## src/design/tas_pkg.sv

```systemverilog
// Shared types and constants for the trace amplitude statistics block.
package tas_pkg;

  localparam int SAMPLE_BITS_DEF = 24;
  localparam int FRAC_BITS_DEF   = 8;
  localparam int LEN_W           = 16;
  localparam logic [LEN_W-1:0] LEN_RESET = 16'd1000;
  localparam int Q_W             = 64;

  typedef enum logic [1:0] {
    SEL_MEAN = 2'd0,
    SEL_ABS  = 2'd1,
    SEL_RMS  = 2'd2
  } sel_t;

  typedef struct packed {
    logic accept;
    logic div_load;
    logic div_step;
    sel_t sel;
    logic root_load;
    logic root_step;
    logic out_load;
  } cmd_t;

  typedef struct packed {
    logic trace_end;
    logic div_last;
    logic root_last;
    logic out_full;
  } stat_t;

endpackage

```

## src/design/tas_if.sv

```systemverilog
// Item channels for samples and per-trace results.
interface tas_in_if #(parameter int SAMPLE_BITS = 24);
  logic                          valid;
  logic                          ready;
  logic signed [SAMPLE_BITS-1:0] sample;
  logic                          new_set;
  modport source (output valid, output sample, output new_set, input ready);
  modport sink   (input valid, input sample, input new_set, output ready);
endinterface

interface tas_out_if;
  logic               valid;
  logic               ready;
  logic signed [31:0] trace_mean;
  logic        [30:0] trace_abs_mean;
  logic        [30:0] trace_rms;
  logic signed [31:0] min_of_means;
  logic signed [31:0] max_of_means;
  logic        [30:0] min_of_abs_means;
  logic        [30:0] max_of_abs_means;
  logic        [30:0] min_of_rms;
  logic        [30:0] max_of_rms;
  modport source (output valid, output trace_mean, output trace_abs_mean, output trace_rms,
                  output min_of_means, output max_of_means, output min_of_abs_means,
                  output max_of_abs_means, output min_of_rms, output max_of_rms,
                  input ready);
  modport sink   (input valid, input trace_mean, input trace_abs_mean, input trace_rms,
                  input min_of_means, input max_of_means, input min_of_abs_means,
                  input max_of_abs_means, input min_of_rms, input max_of_rms,
                  output ready);
endinterface

```

## src/design/tas_ctrl.sv

```systemverilog
// Controller state machine: sample accept, divide and root sequencing, result load.
module tas_ctrl (
  input  logic          clk,
  input  logic          rst_n,
  input  logic          in_valid,
  output logic          in_ready,
  input  tas_pkg::stat_t stat,
  output tas_pkg::cmd_t  cmd
);
  import tas_pkg::*;

  typedef enum logic [5:0] {
    S_IDLE       = 6'b000001,
    S_DIV_START  = 6'b000010,
    S_DIV        = 6'b000100,
    S_ROOT_START = 6'b001000,
    S_ROOT       = 6'b010000,
    S_OUT        = 6'b100000
  } state_t;

  state_t state_r, state_nxt;
  sel_t   sel_r, sel_nxt;

  // Decode state into datapath commands
  always_comb begin
    state_nxt = state_r;
    sel_nxt   = sel_r;
    in_ready  = 1'b0;
    cmd       = '0;
    cmd.sel   = sel_r;
    unique case (state_r)
      S_IDLE: begin
        in_ready = 1'b1;
        if (in_valid) begin
          cmd.accept = 1'b1;
          if (stat.trace_end) begin
            sel_nxt   = SEL_MEAN;
            state_nxt = S_DIV_START;
          end
        end
      end
      S_DIV_START: begin
        cmd.div_load = 1'b1;
        state_nxt    = S_DIV;
      end
      S_DIV: begin
        cmd.div_step = 1'b1;
        if (stat.div_last) begin
          unique case (sel_r)
            SEL_MEAN: begin
              sel_nxt   = SEL_ABS;
              state_nxt = S_DIV_START;
            end
            SEL_ABS: begin
              sel_nxt   = SEL_RMS;
              state_nxt = S_DIV_START;
            end
            default: state_nxt = S_ROOT_START;
          endcase
        end
      end
      S_ROOT_START: begin
        cmd.root_load = 1'b1;
        state_nxt     = S_ROOT;
      end
      S_ROOT: begin
        cmd.root_step = 1'b1;
        if (stat.root_last) state_nxt = S_OUT;
      end
      S_OUT: begin
        if (!stat.out_full) begin
          cmd.out_load = 1'b1;
          state_nxt    = S_IDLE;
        end
      end
      default: state_nxt = S_IDLE;
    endcase
  end

  // Advance state
  always_ff @(posedge clk) begin
    if (!rst_n) begin
      state_r <= S_IDLE;
      sel_r   <= SEL_MEAN;
    end else begin
      state_r <= state_nxt;
      sel_r   <= sel_nxt;
    end
  end

endmodule

```

## src/design/tas_dp.sv

```systemverilog
// Datapath: accumulators, serial divider, serial square root, ranges and result register.
module tas_dp #(
  parameter int SAMPLE_BITS = tas_pkg::SAMPLE_BITS_DEF,
  parameter int FRAC_BITS   = tas_pkg::FRAC_BITS_DEF
) (
  input  logic                          clk,
  input  logic                          rst_n,
  input  logic                          cfg_we,
  input  logic [tas_pkg::LEN_W-1:0]     cfg_wdata,
  input  logic signed [SAMPLE_BITS-1:0] sample,
  input  logic                          new_set,
  input  logic                          out_ready,
  input  tas_pkg::cmd_t                 cmd,
  output tas_pkg::stat_t                stat,
  output logic                          out_valid,
  output logic signed [31:0]            trace_mean,
  output logic        [30:0]            trace_abs_mean,
  output logic        [30:0]            trace_rms,
  output logic signed [31:0]            min_of_means,
  output logic signed [31:0]            max_of_means,
  output logic        [30:0]            min_of_abs_means,
  output logic        [30:0]            max_of_abs_means,
  output logic        [30:0]            min_of_rms,
  output logic        [30:0]            max_of_rms
);
  import tas_pkg::*;

  localparam int SUM_W = SAMPLE_BITS + LEN_W;
  localparam int SQ_W  = (2 * SAMPLE_BITS + 15 > 64) ? 64 : 2 * SAMPLE_BITS + 15;
  localparam int DVD_W = SQ_W + 2 * FRAC_BITS;
  localparam int CNT_W = $clog2(DVD_W);
  localparam logic [CNT_W-1:0] CNT_LAST = CNT_W'(DVD_W - 1);
  localparam logic [Q_W-1:0] SAT_POS = 64'h0000_0000_7FFF_FFFF;
  localparam logic [Q_W-1:0] SAT_NEG = 64'h0000_0000_8000_0000;
  localparam logic [30:0] U31_MAX = 31'h7FFF_FFFF;
  localparam logic signed [31:0] S32_MAX = 32'sh7FFF_FFFF;
  localparam logic signed [31:0] S32_MIN = 32'sh8000_0000;

  // Configuration and accumulators
  logic [LEN_W-1:0]             len_r;
  logic signed [SUM_W-1:0]      sum_r, sum_nxt, snap_sum_r;
  logic [SUM_W-1:0]             mag_sum_r, mag_sum_nxt, snap_mag_r;
  logic [SQ_W-1:0]              sq_sum_r, sq_sum_nxt, snap_sq_r;
  logic [LEN_W-1:0]             seen_r, n_r;
  logic [LEN_W:0]               count;
  logic [LEN_W-1:0]             limit;
  logic [SAMPLE_BITS-1:0]       mag;
  logic [2*SAMPLE_BITS-1:0]     mag_sq;

  always_comb begin
    mag         = sample[SAMPLE_BITS-1] ? SAMPLE_BITS'(-sample) : SAMPLE_BITS'(sample);
    mag_sq      = mag * mag;
    sum_nxt     = (new_set ? '0 : sum_r) + SUM_W'(sample);
    mag_sum_nxt = (new_set ? '0 : mag_sum_r) + SUM_W'(mag);
    sq_sum_nxt  = (new_set ? '0 : sq_sum_r) + SQ_W'(mag_sq);
    count       = (new_set ? '0 : {1'b0, seen_r}) + 1'b1;
    limit       = (len_r == '0) ? LEN_W'(1) : len_r;
  end

  assign stat.trace_end = (count >= {1'b0, limit});

  // Hold config, accumulate samples, snapshot at trace end
  always_ff @(posedge clk) begin
    if (!rst_n) begin
      len_r     <= LEN_RESET;
      sum_r     <= '0;
      mag_sum_r <= '0;
      sq_sum_r  <= '0;
      seen_r    <= '0;
    end else begin
      if (cfg_we) len_r <= cfg_wdata;
      if (cmd.accept) begin
        if (stat.trace_end) begin
          sum_r     <= '0;
          mag_sum_r <= '0;
          sq_sum_r  <= '0;
          seen_r    <= '0;
        end else begin
          sum_r     <= sum_nxt;
          mag_sum_r <= mag_sum_nxt;
          sq_sum_r  <= sq_sum_nxt;
          seen_r    <= count[LEN_W-1:0];
        end
      end
    end
  end

  always_ff @(posedge clk) begin
    if (cmd.accept && stat.trace_end) begin
      snap_sum_r <= sum_nxt;
      snap_mag_r <= mag_sum_nxt;
      snap_sq_r  <= sq_sum_nxt;
      n_r        <= count[LEN_W-1:0];
    end
  end

  // Restoring divider, one quotient bit per cycle
  logic [DVD_W-1:0] dvd_r;
  logic [LEN_W-1:0] rem_r, rem_nxt;
  logic [Q_W-1:0]   quo_r, quo_nxt;
  logic             ovf_r, ovf_nxt;
  logic [CNT_W-1:0] cnt_r;
  logic [LEN_W:0]   trial;
  logic             ge;
  logic             neg;
  logic [SUM_W-1:0] smag;
  logic [Q_W-1:0]   mean_sat;
  logic [Q_W-1:0]   mean_q;
  logic signed [31:0] mean_r;
  logic [30:0]      abs_r;
  logic             rms_ovf_r;

  always_comb begin
    neg     = snap_sum_r[SUM_W-1];
    smag    = neg ? SUM_W'(-snap_sum_r) : SUM_W'(snap_sum_r);
    trial   = {rem_r, dvd_r[DVD_W-1]};
    ge      = (trial >= {1'b0, n_r});
    rem_nxt = ge ? LEN_W'(trial - {1'b0, n_r}) : trial[LEN_W-1:0];
    quo_nxt = {quo_r[Q_W-2:0], ge};
    ovf_nxt = ovf_r | quo_r[Q_W-1];
    mean_sat = neg ? SAT_NEG : SAT_POS;
    mean_q   = (ovf_nxt || quo_nxt > mean_sat) ? mean_sat : quo_nxt;
  end

  assign stat.div_last = (cnt_r == CNT_LAST);

  always_ff @(posedge clk) begin
    if (cmd.div_load) begin
      rem_r <= '0;
      quo_r <= '0;
      ovf_r <= 1'b0;
      cnt_r <= '0;
      case (cmd.sel)
        SEL_MEAN: dvd_r <= DVD_W'(smag) << FRAC_BITS;
        SEL_ABS:  dvd_r <= DVD_W'(snap_mag_r) << FRAC_BITS;
        default:  dvd_r <= DVD_W'(snap_sq_r) << (2 * FRAC_BITS);
      endcase
    end else if (cmd.div_step) begin
      rem_r <= rem_nxt;
      quo_r <= quo_nxt;
      ovf_r <= ovf_nxt;
      dvd_r <= dvd_r << 1;
      cnt_r <= cnt_r + 1'b1;
      if (stat.div_last) begin
        case (cmd.sel)
          SEL_MEAN: mean_r <= neg ? 32'(-mean_q) : 32'(mean_q);
          SEL_ABS:  abs_r  <= (ovf_nxt || quo_nxt > SAT_POS) ? U31_MAX : quo_nxt[30:0];
          default:  rms_ovf_r <= ovf_nxt;
        endcase
      end
    end
  end

  // Digit-by-digit square root, two radicand bits per cycle
  logic [Q_W-1:0] rx_r, rres_r, rbit_r, rtry;
  logic [30:0]    rms_v;

  assign rtry           = rres_r + rbit_r;
  assign stat.root_last = rbit_r[0];

  always_ff @(posedge clk) begin
    if (cmd.root_load) begin
      rx_r   <= quo_r;
      rres_r <= '0;
      rbit_r <= 64'h4000_0000_0000_0000;
    end else if (cmd.root_step) begin
      if (rx_r >= rtry) begin
        rx_r   <= rx_r - rtry;
        rres_r <= (rres_r >> 1) + rbit_r;
      end else begin
        rres_r <= rres_r >> 1;
      end
      rbit_r <= rbit_r >> 2;
    end
  end

  assign rms_v = (rms_ovf_r || rres_r > SAT_POS) ? U31_MAX : rres_r[30:0];

  // Update ranges and load result register
  logic signed [31:0] lo_mean_r, hi_mean_r, lo_mean_nxt, hi_mean_nxt;
  logic [30:0] lo_abs_r, hi_abs_r, lo_rms_r, hi_rms_r;
  logic [30:0] lo_abs_nxt, hi_abs_nxt, lo_rms_nxt, hi_rms_nxt;
  logic        out_valid_r;

  always_comb begin
    lo_mean_nxt = (mean_r < lo_mean_r) ? mean_r : lo_mean_r;
    hi_mean_nxt = (mean_r > hi_mean_r) ? mean_r : hi_mean_r;
    lo_abs_nxt  = (abs_r < lo_abs_r) ? abs_r : lo_abs_r;
    hi_abs_nxt  = (abs_r > hi_abs_r) ? abs_r : hi_abs_r;
    lo_rms_nxt  = (rms_v < lo_rms_r) ? rms_v : lo_rms_r;
    hi_rms_nxt  = (rms_v > hi_rms_r) ? rms_v : hi_rms_r;
  end

  always_ff @(posedge clk) begin
    if (!rst_n) begin
      lo_mean_r   <= S32_MAX;
      hi_mean_r   <= S32_MIN;
      lo_abs_r    <= U31_MAX;
      hi_abs_r    <= '0;
      lo_rms_r    <= U31_MAX;
      hi_rms_r    <= '0;
      out_valid_r <= 1'b0;
    end else begin
      if (cmd.accept && new_set) begin
        lo_mean_r <= S32_MAX;
        hi_mean_r <= S32_MIN;
        lo_abs_r  <= U31_MAX;
        hi_abs_r  <= '0;
        lo_rms_r  <= U31_MAX;
        hi_rms_r  <= '0;
      end else if (cmd.out_load) begin
        lo_mean_r <= lo_mean_nxt;
        hi_mean_r <= hi_mean_nxt;
        lo_abs_r  <= lo_abs_nxt;
        hi_abs_r  <= hi_abs_nxt;
        lo_rms_r  <= lo_rms_nxt;
        hi_rms_r  <= hi_rms_nxt;
      end
      if (cmd.out_load) out_valid_r <= 1'b1;
      else if (out_ready) out_valid_r <= 1'b0;
    end
  end

  always_ff @(posedge clk) begin
    if (cmd.out_load) begin
      trace_mean       <= mean_r;
      trace_abs_mean   <= abs_r;
      trace_rms        <= rms_v;
      min_of_means     <= lo_mean_nxt;
      max_of_means     <= hi_mean_nxt;
      min_of_abs_means <= lo_abs_nxt;
      max_of_abs_means <= hi_abs_nxt;
      min_of_rms       <= lo_rms_nxt;
      max_of_rms       <= hi_rms_nxt;
    end
  end

  assign out_valid     = out_valid_r;
  assign stat.out_full = out_valid_r && !out_ready;

endmodule

```

## src/design/trace_amplitude_statistics.sv

```systemverilog
// Top level: per-trace mean, absolute mean and RMS with running ranges.
// A sample that does not end a trace leaves the controller idle; the next is taken the cycle after.
// A trace-ending sample runs three divides (mean, absolute mean, mean square), each a load and
// then one step per dividend bit, then a root load and its steps, and one result load, which
// waits while an earlier result is held; no new sample is taken until that load.
// Reset (rst_n low, synchronous) clears sums, count and ranges; trace length is 1000.
module trace_amplitude_statistics #(
  parameter int SAMPLE_BITS = tas_pkg::SAMPLE_BITS_DEF,
  parameter int FRAC_BITS   = tas_pkg::FRAC_BITS_DEF
) (
  input  logic                      clk,
  input  logic                      rst_n,
  tas_in_if.sink                    in_ch,
  tas_out_if.source                 out_ch,
  input  logic                      cfg_we,
  input  logic [tas_pkg::LEN_W-1:0] cfg_wdata
);
  import tas_pkg::*;

  cmd_t  cmd;
  stat_t stat;

  tas_ctrl u_ctrl (
    .clk      (clk),
    .rst_n    (rst_n),
    .in_valid (in_ch.valid),
    .in_ready (in_ch.ready),
    .stat     (stat),
    .cmd      (cmd)
  );

  tas_dp #(
    .SAMPLE_BITS (SAMPLE_BITS),
    .FRAC_BITS   (FRAC_BITS)
  ) u_dp (
    .clk              (clk),
    .rst_n            (rst_n),
    .cfg_we           (cfg_we),
    .cfg_wdata        (cfg_wdata),
    .sample           (in_ch.sample),
    .new_set          (in_ch.new_set),
    .out_ready        (out_ch.ready),
    .cmd              (cmd),
    .stat             (stat),
    .out_valid        (out_ch.valid),
    .trace_mean       (out_ch.trace_mean),
    .trace_abs_mean   (out_ch.trace_abs_mean),
    .trace_rms        (out_ch.trace_rms),
    .min_of_means     (out_ch.min_of_means),
    .max_of_means     (out_ch.max_of_means),
    .min_of_abs_means (out_ch.min_of_abs_means),
    .max_of_abs_means (out_ch.max_of_abs_means),
    .min_of_rms       (out_ch.min_of_rms),
    .max_of_rms       (out_ch.max_of_rms)
  );

endmodule

```

## src/flat_wrapper.sv

```systemverilog
// flat-port wrapper written by rule: the top's interface ports become plain ports
module trace_amplitude_statistics_flat import tas_pkg::*;
#(
  parameter int SAMPLE_BITS = tas_pkg::SAMPLE_BITS_DEF,
  parameter int FRAC_BITS   = tas_pkg::FRAC_BITS_DEF
)
  (clk, rst_n, cfg_we, cfg_wdata, in_ch_valid, in_ch_sample, in_ch_new_set, in_ch_ready, out_ch_valid, out_ch_trace_mean, out_ch_trace_abs_mean, out_ch_trace_rms, out_ch_min_of_means, out_ch_max_of_means, out_ch_min_of_abs_means, out_ch_max_of_abs_means, out_ch_min_of_rms, out_ch_max_of_rms, out_ch_ready);
  tas_in_if #(.SAMPLE_BITS(SAMPLE_BITS)) in_ch_i ();
  tas_out_if out_ch_i ();
  input  logic clk;
  input  logic rst_n;
  input  logic cfg_we;
  input  logic [tas_pkg::LEN_W-1:0] cfg_wdata;
  input wire logic [$bits(in_ch_i.valid)-1:0] in_ch_valid;
  input wire logic [$bits(in_ch_i.sample)-1:0] in_ch_sample;
  input wire logic [$bits(in_ch_i.new_set)-1:0] in_ch_new_set;
  output wire logic [$bits(in_ch_i.ready)-1:0] in_ch_ready;
  output wire logic [$bits(out_ch_i.valid)-1:0] out_ch_valid;
  output wire logic [$bits(out_ch_i.trace_mean)-1:0] out_ch_trace_mean;
  output wire logic [$bits(out_ch_i.trace_abs_mean)-1:0] out_ch_trace_abs_mean;
  output wire logic [$bits(out_ch_i.trace_rms)-1:0] out_ch_trace_rms;
  output wire logic [$bits(out_ch_i.min_of_means)-1:0] out_ch_min_of_means;
  output wire logic [$bits(out_ch_i.max_of_means)-1:0] out_ch_max_of_means;
  output wire logic [$bits(out_ch_i.min_of_abs_means)-1:0] out_ch_min_of_abs_means;
  output wire logic [$bits(out_ch_i.max_of_abs_means)-1:0] out_ch_max_of_abs_means;
  output wire logic [$bits(out_ch_i.min_of_rms)-1:0] out_ch_min_of_rms;
  output wire logic [$bits(out_ch_i.max_of_rms)-1:0] out_ch_max_of_rms;
  input wire logic [$bits(out_ch_i.ready)-1:0] out_ch_ready;
  assign in_ch_i.valid = in_ch_valid;
  assign in_ch_i.sample = in_ch_sample;
  assign in_ch_i.new_set = in_ch_new_set;
  assign in_ch_ready = in_ch_i.ready;
  assign out_ch_valid = out_ch_i.valid;
  assign out_ch_trace_mean = out_ch_i.trace_mean;
  assign out_ch_trace_abs_mean = out_ch_i.trace_abs_mean;
  assign out_ch_trace_rms = out_ch_i.trace_rms;
  assign out_ch_min_of_means = out_ch_i.min_of_means;
  assign out_ch_max_of_means = out_ch_i.max_of_means;
  assign out_ch_min_of_abs_means = out_ch_i.min_of_abs_means;
  assign out_ch_max_of_abs_means = out_ch_i.max_of_abs_means;
  assign out_ch_min_of_rms = out_ch_i.min_of_rms;
  assign out_ch_max_of_rms = out_ch_i.max_of_rms;
  assign out_ch_i.ready = out_ch_ready;
  trace_amplitude_statistics #(.SAMPLE_BITS(SAMPLE_BITS), .FRAC_BITS(FRAC_BITS)) u_core (.clk(clk), .rst_n(rst_n), .in_ch(in_ch_i), .out_ch(out_ch_i), .cfg_we(cfg_we), .cfg_wdata(cfg_wdata));
endmodule
```

## config.mk

```make
export PLATFORM = sky130hd
export DESIGN_NAME = trace_amplitude_statistics_flat
export DESIGN_NICKNAME = d
export VERILOG_FILES = /design/src/design/tas_pkg.sv /design/src/design/tas_if.sv /design/src/design/tas_ctrl.sv /design/src/design/tas_dp.sv /design/src/design/trace_amplitude_statistics.sv /design/src/flat_wrapper.sv
export SDC_FILE = /design/constraint.sdc
export NUM_CORES = 2
export LEC_CHECK = 0
export BUFFER_PORTS_ARGS = -buffer_cell sky130_fd_sc_hd__buf_2
export CORE_MARGIN = 5
export CORE_UTILIZATION = 45
export DETAILED_ROUTE_END_ITERATION = 8
export HOLD_SLACK_MARGIN = 0.08
export SLEW_MARGIN = 40
export SYNTH_ARGS = -nofsm -noshare
export SYNTH_HDL_FRONTEND = slang
export SYNTH_HIERARCHICAL = 1
export SYNTH_SLANG_ARGS = --single-unit
```

## constraint.sdc

```tcl
create_clock -name clk -period 42 [get_ports clk]
set_input_delay 6.3 -clock clk [delete_from_list [all_inputs] [get_ports clk]]
set_output_delay 6.3 -clock clk [all_outputs]
set_load 0.05 [all_outputs]
```

# Word level (Yosys, flattened, before mapping)
# Index checks and enable logic that the tools add are counted.
# totals
reg_bits	1204
# classes
bitwise	4
n_addsub	12
n_eq_ne	14
order_cmp	12
n_reduce_logical	22
multipliers	1
n_mux	52
# op_table
cell	count
two-way mux 64 bit	4
two-way mux 40 bit	5
two-way mux 32 bit	5
two-way mux 79 bit	2
case mux 79 bit (2 select lines)	1
two-way mux 31 bit	5
greater-than comparator 64 x 31 -> 1 bit (second input constant)	2
two-way mux 63 bit	2
adder 63 x 63 -> 64 bit	1
adder 64 x 63 -> 64 bit	1
>= comparator 64 bit	1
greater-than comparator 64 x 32 -> 1 bit	1
two-way mux 16 bit	4
subtractor 64 bit	1
adder 63 x 48 -> 63 bit	1
greater-than comparator 31 bit	2
< comparator 31 bit	2
multiplier 24 x 24 -> 48 bit	1
adder 40 x 24 -> 40 bit	1
adder 40 bit	1
negation 40 bit	1
case mux 6 bit (6 select lines)	1
>= comparator 17 x 16 -> 1 bit	2
greater-than comparator 32 bit	1
other kinds (35)	69

# Longest topological paths before layout
# depth
ltp_word	6
mapped_depth	40
depth_no_buf	35

# Hierarchy
# Netlist, hierarchy kept.
# by_module_without_submodules
mod	cells_per_inst	seq_area_each_um2	area_per_inst_um2	n_inst
tas_dp	8854	30189.0	83428.8	1
tas_ctrl	54	160.2	456.7	1

# Least setup slack after synthesis
# OpenSTA, ideal clock, no wires.
# synth_path
kind	input -> register
start	input out_ch_ready
end	register u_core.u_dp.hi_abs_r[0]
stages	8
setup_ns	0.128
slack_ns	3.857
path_buffers	2
t_required_ns	41.872
t_arrival_ns	38.015
cell_sequence	nor2b_1 nor4bb_1 inv_1 or2_2 clkbuf_1 buf_1 mux2i_1 nor2_1
# synth_lines
item	line_no	rtl
from (decl)	flat_wrapper.sv:28	input wire logic [$bits(out_ch_i.ready)-1:0] out_ch_ready;
to (signal assigned)	tas_dp.sv:215	hi_abs_r <= hi_abs_nxt;
to (decl)	tas_dp.sv:181	logic [30:0] lo_abs_r, hi_abs_r, lo_rms_r, hi_rms_r;

# Final worst setup path
# layout_path
start	input in_ch_sample[7]
end	register u_core.u_dp.sq_sum_r[51]
# layout_via
elab_chain_cells	5
# layout_rtl
item	line_no	rtl
from (decl)	flat_wrapper.sv:15	input wire logic [$bits(in_ch_i.sample)-1:0] in_ch_sample;
negation 24 bit	tas_dp.sv:51	mag = sample[SAMPLE_BITS-1] ? SAMPLE_BITS'(-sample) : SAMPLE_BITS'(sample);
two-way mux 24 bit *	tas_dp.sv:51	
multiplier 24 x 24 -> 48 bit *	tas_dp.sv:52	mag_sq = mag * mag;
adder 63 x 48 -> 63 bit *	tas_dp.sv:55	sq_sum_nxt = (new_set ? '0 : sq_sum_r) + SQ_W'(mag_sq);
two-way mux 63 bit *	tas_dp.sv:73	if (stat.trace_end) begin
to (signal assigned)	tas_dp.sv:81	sq_sum_r <= sq_sum_nxt;
to (decl)	tas_dp.sv:43	logic [SQ_W-1:0] sq_sum_r, sq_sum_nxt, snap_sq_r;
# Every way passes the cells marked *; elsewhere a longest branch is shown, timed or not.
# A chain may end at the register's enable or synchronous reset.

==> metrics.md <==
| Metric | Value |
|---|---|
| Status | `complete, no violations` |
| Root Buffer | `clkbuf_16` |
| CP startpoint | `in_ch_sample[7]` |
| I/O Buffers | `roughly 330` |
| Critical path endpoint | `u_core/u_dp/sq_sum_r[51]` |
| DR iter-0 viols | `4,729` |
| Grt met1 use | `32.0%` |
| Worst EP arrival | `approximately 17,000 ps` |
| Post-DRT Antenna Nets | `0` |
| Vias/cell | `between 5 and 6` |
| Worst min path class | `reg2reg` |
| Final Hold Viols | `0` |
| Slowest-stage cell, CP | `o32ai_1` |
| WL per Instance | `just over 20 um` |
| FF+latch count, synth | `around 1,200` |
| Core area | `roughly 190,000 um2` |
| Count of final setup violators | `0` |
| Drt pass-1 iters | `6` |
| Buffer depth of the longest clock path | `3` |
| Crit-path max cell delay | `between 700 and 800 ps` |
| Sequential share of the synthesized area | `a little over a third` |
| Gpl congestion | `between 0.9 and 1` |
| First-pass GRT wire length | `between 300,000 and 400,000 um` |
| Drt total wl | `roughly 240,000 um` |
| Max_slew headroom | `about two fifths` |
| Ys async rst share | `0%` |
| Largest net degree at the start of global routing | `96` |
| Worst-Margin Slew | `a little under 900 ps` |
| Top FF cell, synth | `edfxtp_1` |
| Data required, critical path | `between 40,000 and 50,000 ps` |
| CP startpoint kind | `primary input` |
| Commonest cells after routing, fill and taps aside | `inv_1, nor2_1, nand2_1` |
| Most common cell after layout, fill and taps aside | `inv_1` |
| M3 GR Usage | `3.92%` |
| CP Capture Type | `register` |
| Cell count after placement | `11,396` |
| Clk_lat worst skew | `800 ps` |
| Synth area leaders | `edfxtp_1, dfxtp_1, fa_1` |
| Critical path fanouts, max | `18` |
| Detailed Place HPWL | `between 150,000 and 200,000 um` |
| Global routing usage on met2 | `between 30% and 40%` |
| Levels on crit path | `33` |
| Post-CTS Hold Fix Bufs | `0` |
| Cell variety after synth | `96` |
| Max Cap Viol | `0` |
| Htree depth | `4` |
| Final cell count without fillers | `approximately 12,000` |
| Post-route DRC | `0` |
| Area of the mapped netlist | `about 84,000 um2` |
| Die area | `195,000 um2` |
| Initial Utilization | `between 40% and 50%` |
| Most Crowded Layer GR | `met2` |
| Die width | `442 um` |
| Die height | `~440 um` |
| Fin crit share | `39.4%` |
| Family with the most delay on the worst path | `adder cells` |
| Nets@finish | `between 10,000 and 15,000` |
| Reg2reg start | `u_core/u_dp/rres_r[2]` |
| Reg-to-Reg End | `u_core/u_dp/rx_r[12]` |
| Post-synth EDFFs | `640` |
| Initial antenna violation count | `8` |
| Synth Warn # | `6` |
| Reg clk slew, reported paths | `60 ps` |
| Total Routing Usage GR | `around a quarter` |
| Mapped Cells | `just under 9,000` |
| Row cnt | `around 160` |
| Num CTS Buffers | `approximately 140` |
| Layout cells sized above 1 | `a little under a tenth` |
| Cells on worst reg2reg path | `26` |
| CP dominant cell by count | `fa_1` |
| CTS tree | `done` |
| Worst R2R Setup Slack | `~34,000 ps` |
| Synthesized area per cell | `approximately 9.4 um2` |
| Io pins | `330` |
| Tmin final | `approximately 17,000 ps` |
| Final setup TNS | `0 ps` |
| WP buf/inv | `7` |
| Post-CTS Setup Repair Bufs | `0` |
| Max-slew violations | `0` |
| Gr ovfl total | `0` |
| Fmax achieved | `60.5 MHz` |
| Vias in the first global route | `64,686` |
| Area growth from synthesis to layout | `10.8%` |
| Cell taking the most area after synthesis | `edfxtp_1` |
| Worst clock skew | `between 40 and 50 ps` |
| Critical path class | `in2reg` |
| Resize count post-CTS | `0` |
| Vias | `65,437` |
| CTS sink cnt | `1,196` |
| Synth top area share | `around 23%` |
| RSZ-0062 raised after global routing | `false` |
[layer usage]
| metal | up-vias | wire (um) |
|---|---|---|
| met5 | - | 0 |
| met4 | 0 | 7150 |
| met3 | 396 | 14300 |
| met2 | 1983 | 111000 |
| met1 | 31814 | 105000 |
| li1 | 31244 | - |
[how the worst min path moves through the flow]
stage / from / to / cells after the start
2_1_floorplan: u_core/u_dp/ovf_r / u_core/u_dp/ovf_r / 2
3_3_place_gp: u_core/u_dp/sum_r[0] / u_core/u_dp/sum_r[0] / 2
3_5_place_dp: u_core/u_dp/sum_r[2] / u_core/u_dp/sum_r[2] / 2
4_1_cts: u_core/u_dp/sum_r[2] / u_core/u_dp/sum_r[2] / 2
5_1_grt: u_core/u_dp/mag_sum_r[4] / u_core/u_dp/mag_sum_r[4] / 2
6_report: u_core/u_dp/mag_sum_r[5] / u_core/u_dp/mag_sum_r[5] / 2
[metrics by stage]
stage / hold slack [ps] / util, % / instance area, um2 / setup slack (ps)
global placement: 443 / 47.5 / 88000 / 24500
global route: 467 / 50.1 / 92900 / 25000
detailed placement: 448 / 47.5 / 88100 / 24320
CTS: 457 / 50.1 / 92900 / 25180
finish: 456 / 50.1 / 92900 / 25460
floorplan: 429 / - / 84000 / 3860
[cells in the mapped netlist (42+ instances only)]
cell type  instances
a211oi_1          97
a21o_1           202
a21oi_1          498
a221oi_1          51
a22o_1            65
a22oi_1           51
a31oi_1           96
clkbuf_1         390
dfxtp_1          556
edfxtp_1         640
fa_1             480
ha_1             623
inv_1            985
mux2_2            74
mux2i_1          245
nand2_1          769
nand2b_1          56
nand3_1          157
nand4_1           96
nor2_1           933
nor2b_1          175
nor3_1            90
nor4_1            55
o211ai_1         100
o21a_1            73
o21ai_0          307
o21ai_1           54
o21bai_1          52
o22ai_1           42
o31ai_1           45
or3_1             75
xnor2_1          193
xor2_1           168
[logic make-up after synthesis]
logic type	count (synthesis)	synth area share, %
buffers and inverters	1432	6.43
AND/OR/NAND/NOR	2578	14.1
adder cells (fa/ha/maj)	1103	20.7
flip-flops	1196	36.2
other	2	0.00895
XOR/XNOR	361	3.77
multiplexers	319	3.92
AO/OA/AOI/OAI	1917	14.9
[flip-flops by register name (all words and copies together) (netlist names), 32 cells and up]
name	cells
u_core/u_dp/dvd_r	71
u_core/u_dp/hi_mean_r	32
u_core/u_dp/lo_mean_r	32
u_core/u_dp/mag_sum_r	40
u_core/u_dp/max_of_means	32
u_core/u_dp/mean_r	32
u_core/u_dp/min_of_means	32
u_core/u_dp/quo_r	64
u_core/u_dp/rbit_r	32
u_core/u_dp/rres_r	64
u_core/u_dp/rx_r	64
u_core/u_dp/snap_mag_r	40
u_core/u_dp/snap_sq_r	63
u_core/u_dp/snap_sum_r	40
u_core/u_dp/sq_sum_r	63
u_core/u_dp/sum_r	40
u_core/u_dp/trace_mean	32
[tightest hold or removal path, stage by stage (launching register included)]
cell     delay, ps
dfxtp_1        300
nand2_1         60
a21oi_1         50
[area by class of cell]
class | instances | area, um2
antenna | 2 | 5.00
sequential | 1196 | 30400
multi-input combinational | 6298 | 48500
fill | 17154 | 92500
clock buffer | 194 | 4010
tap | 2480 | 3100
clock inverter | 72 | 761
timing repair buffer | 421 | 2390
inverter | 1001 | 3770
Power is left out: the tool's default activity adds up to more than one toggle a clock period on the data nets, which glitch-free logic cannot reach.
